$ cat src/hw/rtl/four_level_page_table_mapper_unit_macros.svh
// assertion macros used by the page table mapper datapath
`ifndef FOUR_LEVEL_PAGE_TABLE_MAPPER_UNIT_MACROS_SVH
`define FOUR_LEVEL_PAGE_TABLE_MAPPER_UNIT_MACROS_SVH

// clocked on clk_i, quiet while rst_ni is low
`define PTM_ASSERT(name, prop, msg) \
  name: assert property (@(posedge clk_i) disable iff (!rst_ni) (prop)) \
    else $error(msg);

// plain same-cycle implication
`define PTM_ASSERT_IMP(name, ante, cons, msg) \
  `PTM_ASSERT(name, (ante) |-> (cons), msg)

`endif

$ cat src/hw/rtl/ptm_pkg.sv
// types and constants of the four-level page table mapper
package ptm_pkg;

  localparam int POOL_TABLES_DEF   = 16;
  localparam int ENTRIES_PER_TABLE = 512;
  localparam int IDX_W             = 9;
  localparam int PAGE_SHIFT        = 12;
  localparam int ENTRY_W           = 64;
  localparam int VA_W              = 48;
  localparam int PA_W              = 64;
  localparam int FLAGS_W           = 12;
  localparam int TIU_W             = 5;

  // low 12 bits of a pointer entry: present and writable
  localparam logic [PAGE_SHIFT-1:0] PTE_PTR_FLAGS = 12'h003;
  // present bit alone, ORed into a leaf entry
  localparam logic [PAGE_SHIFT-1:0] PTE_PRESENT   = 12'h001;

  // result status codes
  localparam logic STATUS_MAPPED    = 1'b0;
  localparam logic STATUS_EXHAUSTED = 1'b1;

  typedef logic [1:0] lvl_t;
  localparam lvl_t LVL_ROOT = 2'd0;
  localparam lvl_t LVL_LAST = 2'd2;  // last directory level before the leaf

  typedef struct packed {
    logic [VA_W-1:0]    virtual_address;
    logic [PA_W-1:0]    physical_address;
    logic [FLAGS_W-1:0] page_flags;
  } map_req_t;

  typedef struct packed {
    logic               status;
    logic [ENTRY_W-1:0] leaf_entry;
    logic [TIU_W-1:0]   tables_in_use;
  } map_rsp_t;

  // controller to datapath
  typedef struct packed {
    logic clear_wr;
    logic load_input;
    logic follow;
    logic wr_ptr;
    logic wr_leaf;
    logic load_out;
    logic fail;
    lvl_t level;
  } ptm_cmd_t;

  // datapath to controller
  typedef struct packed {
    logic clear_last;
    logic present;
    logic pool_full;
    logic out_free;
  } ptm_sts_t;

endpackage

$ cat src/hw/rtl/ptm_ctrl.sv
// sequencer of the page table walk
module ptm_ctrl
  import ptm_pkg::*;
(
  input  logic     clk_i,
  input  logic     rst_ni,
  input  logic     in_valid_i,
  output logic     in_ready_o,
  input  ptm_sts_t sts_i,
  output ptm_cmd_t cmd_o
);

  typedef enum logic [2:0] {
    ST_CLEAR,
    ST_IDLE,
    ST_READ,
    ST_EVAL,
    ST_LEAF,
    ST_FINISH
  } state_e;

  state_e state_q;
  lvl_t   level_q;
  logic   fail_q;

  assign in_ready_o = (state_q == ST_IDLE);

  always_comb begin
    cmd_o            = '0;
    cmd_o.level      = level_q;
    cmd_o.fail       = fail_q;
    cmd_o.clear_wr   = (state_q == ST_CLEAR);
    cmd_o.load_input = (state_q == ST_IDLE) && in_valid_i;
    cmd_o.follow     = (state_q == ST_EVAL) && sts_i.present;
    cmd_o.wr_ptr     = (state_q == ST_EVAL) && !sts_i.present && !sts_i.pool_full;
    cmd_o.wr_leaf    = (state_q == ST_LEAF);
    cmd_o.load_out   = (state_q == ST_FINISH) && sts_i.out_free;
  end

  always_ff @(posedge clk_i or negedge rst_ni) begin
    if (!rst_ni) begin
      state_q <= ST_CLEAR;
      level_q <= LVL_ROOT;
      fail_q  <= 1'b0;
    end else begin
      unique case (state_q)
        ST_CLEAR: begin
          if (sts_i.clear_last) state_q <= ST_IDLE;
        end
        ST_IDLE: begin
          if (in_valid_i) begin
            level_q <= LVL_ROOT;
            fail_q  <= 1'b0;
            state_q <= ST_READ;
          end
        end
        ST_READ: begin
          state_q <= ST_EVAL;
        end
        ST_EVAL: begin
          if (!sts_i.present && sts_i.pool_full) begin
            fail_q  <= 1'b1;
            state_q <= ST_FINISH;
          end else begin
            level_q <= level_q + 2'd1;
            state_q <= (level_q == LVL_LAST) ? ST_LEAF : ST_READ;
          end
        end
        ST_LEAF: begin
          state_q <= ST_FINISH;
        end
        ST_FINISH: begin
          if (sts_i.out_free) state_q <= ST_IDLE;
        end
        default: state_q <= ST_CLEAR;
      endcase
    end
  end

endmodule

$ cat config.mk
export PLATFORM = sky130hd
export DESIGN_NAME = ptm_ctrl
export DESIGN_NICKNAME = d
export VERILOG_FILES = /design/src/hw/rtl/four_level_page_table_mapper_unit_macros.svh /design/src/hw/rtl/ptm_pkg.sv /design/src/hw/rtl/ptm_ctrl.sv
export SDC_FILE = /design/constraint.sdc
export NUM_CORES = 1
export LEC_CHECK = 0
export BUFFER_PORTS_ARGS = -buffer_cell sky130_fd_sc_hd__buf_2
export CORE_MARGIN = 2
export CORE_UTILIZATION = 25
export CTS_CLUSTER_DIAMETER = 200
export DETAILED_ROUTE_END_ITERATION = 7
export SLEW_MARGIN = 30
export SYNTH_ARGS = -nofsm -noshare
export SYNTH_HDL_FRONTEND = slang
export SYNTH_SLANG_ARGS = --single-unit
$ cat constraint.sdc
create_clock -name clk_i -period 1.3 [get_ports clk_i]
set_input_delay 0.065 -clock clk_i [delete_from_list [all_inputs] [get_ports clk_i]]
set_output_delay 0.065 -clock clk_i [all_outputs]
set_load 0.03 [all_outputs]
* Yosys cells after proc, flatten, opt, wreduce, memory -nomap -nowiden
Index checks and enable logic that the tools add are counted.
** Storage, ports and cells
- Output and inout port bits :: 10
- Register bits :: 6
- Word-level logic and storage cells :: 40
- Input bits :: 7
** Cells by class
- Muxes and demuxes :: 12
- Equal/unequal tests :: 11
- Add/subtract/negate cells :: 1
- Reductions and logical operators :: 13
** Operators by type and width (number)
- case mux 3 bit (6 select lines) :: 1
- 2-to-1 mux 3 bit :: 5
- AND reduction 3 bit :: 3
- != test 2 bit, second input constant :: 4
- equality test 3 x 2 -> 1 bit, second input constant :: 2
- equality test 3 bit, second input constant :: 2
- logical AND 1 bit :: 6
- 2-to-1 mux 2 bit :: 2
- case mux 2 bit (2 select lines) :: 1
- equality test 3 x 1 -> 1 bit, second input constant :: 1
- zero test 3 bit :: 1
- adder 2 x 1 -> 2 bit, second input constant :: 1
- equality test 2 bit, second input constant :: 1
- zero test 1 bit :: 2
- 2-to-1 mux 1 bit :: 2
- != test 2 x 1 -> 1 bit, second input constant :: 1
- case mux 1 bit (2 select lines) :: 1
- nonzero test 2 bit :: 1

* Depth between registers and ports, before layout
- Depth after elaboration :: 4
- Depth in mapped cells :: 4
- Mapped depth without buffers :: 4

* Worst setup path before layout
No wires, ideal clock.
- Kind :: register to output
- Start point :: register state_q[2]
- End point :: output cmd_o[7] (netlist name)
- Data arrival time :: 1.397 ns
- Data required time :: 1.235 ns
- Buffers on the path :: 0
- Slack :: -0.162 ns
- Stages on the path, launching flop included :: 4
- Path through :: dfrtp_1 -> nand2b_1 -> nor2_1 -> and2_1
** RTL lines
- from (decl) :: line ptm_ctrl.sv:22 : state_e state_q;
- from (signal assigned) :: line ptm_ctrl.sv:66 : state_q <= (level_q == LVL_LAST) ? ST_LEAF : ST_READ;
- to (decl) :: line ptm_ctrl.sv:10 : output ptm_cmd_t cmd_o

==> flow_summary_export.csv <==
group,metric,value,unit
timing,period_share,97.36,%
grt,antenna_found_initial,0,
detailed_routing,drt-wirelength-per-cell,11.34,um
synth,synth_top_family_by_area,"simple AND/OR/NAND/NOR gates",
pwr,p_per_area,2784,nW/um^2
timing,hold_violations,0,
setup_path,start_kind,"flop",
place,placed_cells,75,
setup_path,cp.arrival,1.20,ns
grt,grt-ovfl-total,0,
detailed_routing,dr.pass1.iters,2,
timing,max_freq,790.1,MHz
timing,worst_pin_slew,0.4836,ns
synth,netlist_instances,46,
setup_path,crit_start,"state_q[0]",
detailed_routing,avgViaCountPerCell,4.779,
grt,grt_usage,10.71,%
cells_and_area,area_growth,54.46,%
setup_path,r2r_slack,0.11,ns
outcome,status,"complete, no violations",
cts,root_buffer,"clkbuf_4",
synth,synth_xor_area_share,0,%
cells_and_area,fin_nets,80,
cells_and_area,nFillCells,151,
synth,synthMuxAreaShare,0,%
synth,ys_top_cells_by_area,"dfrtp_1, nor3_1, nor2_1, nor2b_1, a21oi_1",
die,die_x,43.64,um
timing,clock_skew,0.003098,ns
detailed_routing,met3WireLength,48,um
timing,setup_violations,0,
setup_path,cp-endpoint,"cmd_o[6]",
detailed_routing,drt-met1-wl,444,um
synth,synth.distinct_cells,22,
synth,synth_top_area_cell,"dfrtp_1",
synth,synth.top_cell.area_share,38.22,%
synth,syn_avg_cell_area,8.541,sq um
pwr,p_leak,0.3278,nW
cells_and_area,antennaDiodeCount,0,
setup_path,critical_path_class,"flop to output pin",
cts,cts.htree.levels,1,
detailed_routing,ant_nets,0,
pwr,finalPower,1.690,mW
setup_path,crit_fanout,6,
cells_and_area,fin_cells,86,
timing,finalSetupTns,0,ns
detailed_routing,drc,0,
cells_and_area,post-route-util,40.76,%
synth,synth-adder-area-share,3.185,%
cts,clock-sinks,6,
cells_and_area,regArea,153.9,sq um
setup_path,rr_startpoint,"state_q[0]",
die,start_util,26.39,%
place,port_buffers,16,
detailed_routing,drt_iter0_markers,1,
flow_run,cap_violations,0,
synth,ys_ff_latch,6,
detailed_routing,via_count,411,
die,die_area,1904,sq um
pwr,irDropWorstVdd,1024,uV
worst_hold_path,min_path_type,"input pin to flop",
grt,grt_pass1_vias,369,
cts,clockBufferDepth,2,
cells_and_area,finalInstanceArea,606.8,sq um
timing,relSlewSlack,67.70,%
cts,numCtsBuffers,3,
timing,whs,0.1535,ns
synth,yosys_warnings,0,
place,placed_area,476.7,sq um
cells_and_area,multiInputGateArea,234.0,sq um
cts,clkTransAtPathRegs,0.05,ns
cts,tritoncts,"built",
place,dp_slack,0.1125,ns
cells_and_area,drive_gt1_share,50.00,%
detailed_routing,routed.top_layer,"met3",
timing,period_needed,1.266,ns
setup_path,required,1.24,ns
grt,grt_max_degree,10,
timing,setup_ws,0.03435,ns
synth,postSynthNetCount,54,
timing,rsz0062_at_grt,"true",
synth,yosys.area_share.simple,29.62,%
synth,synthesis.area,392.9,sq um
die,rows,14,
setup_path,r2r_end,"state_q[0]",
die,ios,17,
synth,seq_area_frac_synth,38.22,%
place,hpwlAfterDp,669.8,um
die,core_area,1489,sq um
cts,clk_latency,0.24,ns
detailed_routing,wl,975,um
place,gp_congestion,0.7394,
synth,synth_compound_area_share,19.11,%
detailed_routing,wl_met2,482,um
setup_path,cp-end-kind,"output pin",
die,die_h,43.64,um
grt,grt_first_pass_wirelength,1524,um
setup_path,r2r_cells,5,
timing,slew_violations,0,
## cell usage in the layout (no fill, tap or decap), types with 2 or more instances in the layout
cell type,count
nand3b_1,2
dfrtp_2,3
nor2b_1,2
nor2_1,5
buf_4,9
nor3_1,3
nor3_2,2
a21o_1,2
buf_2,12
inv_1,2
a21oi_1,3
clkbuf_4,4
dfrtp_1,3
## power by group
| group | internal, mW | switching (mW) | total [mW] |
|---|---|---|---|
| combinational | 0.523 | 0.601 | 1.12 |
| sequential | 0.288 | 0.106 | 0.394 |
| clock | 0.104 | 0.0678 | 0.172 |
## repair_timing
item | 4_1_cts | 5_1_grt
endpoints found under the setup margin | 5 | 5
gates resized for setup | 5 | 9
pin swaps | 0 | 2
hold endpoints to repair | 6 | 0
setup buffers | 5 | 2
hold buffers | 1 | 0
## worst max-delay path, stage by stage, from the launching register on
cell and delay (ns):
dfrtp_2 0.45, nor2b_2 0.18, and3_1 0.16, buf_2 0.17
## kinds of logic after synthesis
| group | count (synthesis) |
|---|---|
| flip-flops | 6 |
| buffers and inverters | 6 |
| AND/OR/NAND/NOR | 22 |
| AO/OA/AOI/OAI | 11 |
| adder cells (fa/ha/maj) | 1 |
## layout make-up
type / instances / area share (%)
timing repair buffer: 25 / 27.84
clock buffer: 3 / 3.711
sequential: 6 / 25.36
tap: 16 / 3.299
multi-input combinational: 34 / 38.56
inverter: 2 / 1.237
## worst min path at each step
| stage | depth (start not counted) | endpoint | start | slack [ns] |
|---|---|---|---|---|
| after global placement | 1 | fail_q | rst_ni | -0.11 |
| final | 3 | state_q[2] | sts_i[0] | 0.15 |
| after floorplan | 0 | fail_q | rst_ni | -0.23 |
| after global routing | 3 | state_q[2] | sts_i[0] | 0.16 |
| after detailed placement | 1 | fail_q | rst_ni | -0.10 |
| after CTS | 3 | state_q[2] | sts_i[0] | 0.14 |
## sequential cells by signal (all words and copies together), names as in the netlist
name	count
state_q	3
level_q	2
fail_q	1
## cells in the mapped netlist
master	number
o21ai_0	1
a22oi_1	1
nand2b_1	2
buf_4	2
nor2_1	6
o22ai_1	1
nand2_1	1
a211o_1	1
a21o_1	2
buf_2	1
nand3b_1	2
and2_1	2
a21oi_1	3
and3_1	1
ha_1	1
o21bai_1	1
dfrtp_1	6
o211a_1	1
nor3_1	5
buf_6	1
nor2b_1	3
inv_1	2
## layer usage
metal / global-route usage, % / vias to the layer above
li1: - / 206
met1: 14.21 / 197
met2: 16.76 / 8
met3: 1.667 / 0
met4: 5.455 / 0
met5: 0 / -
Note: power is estimated with default switching activity, not from simulation.
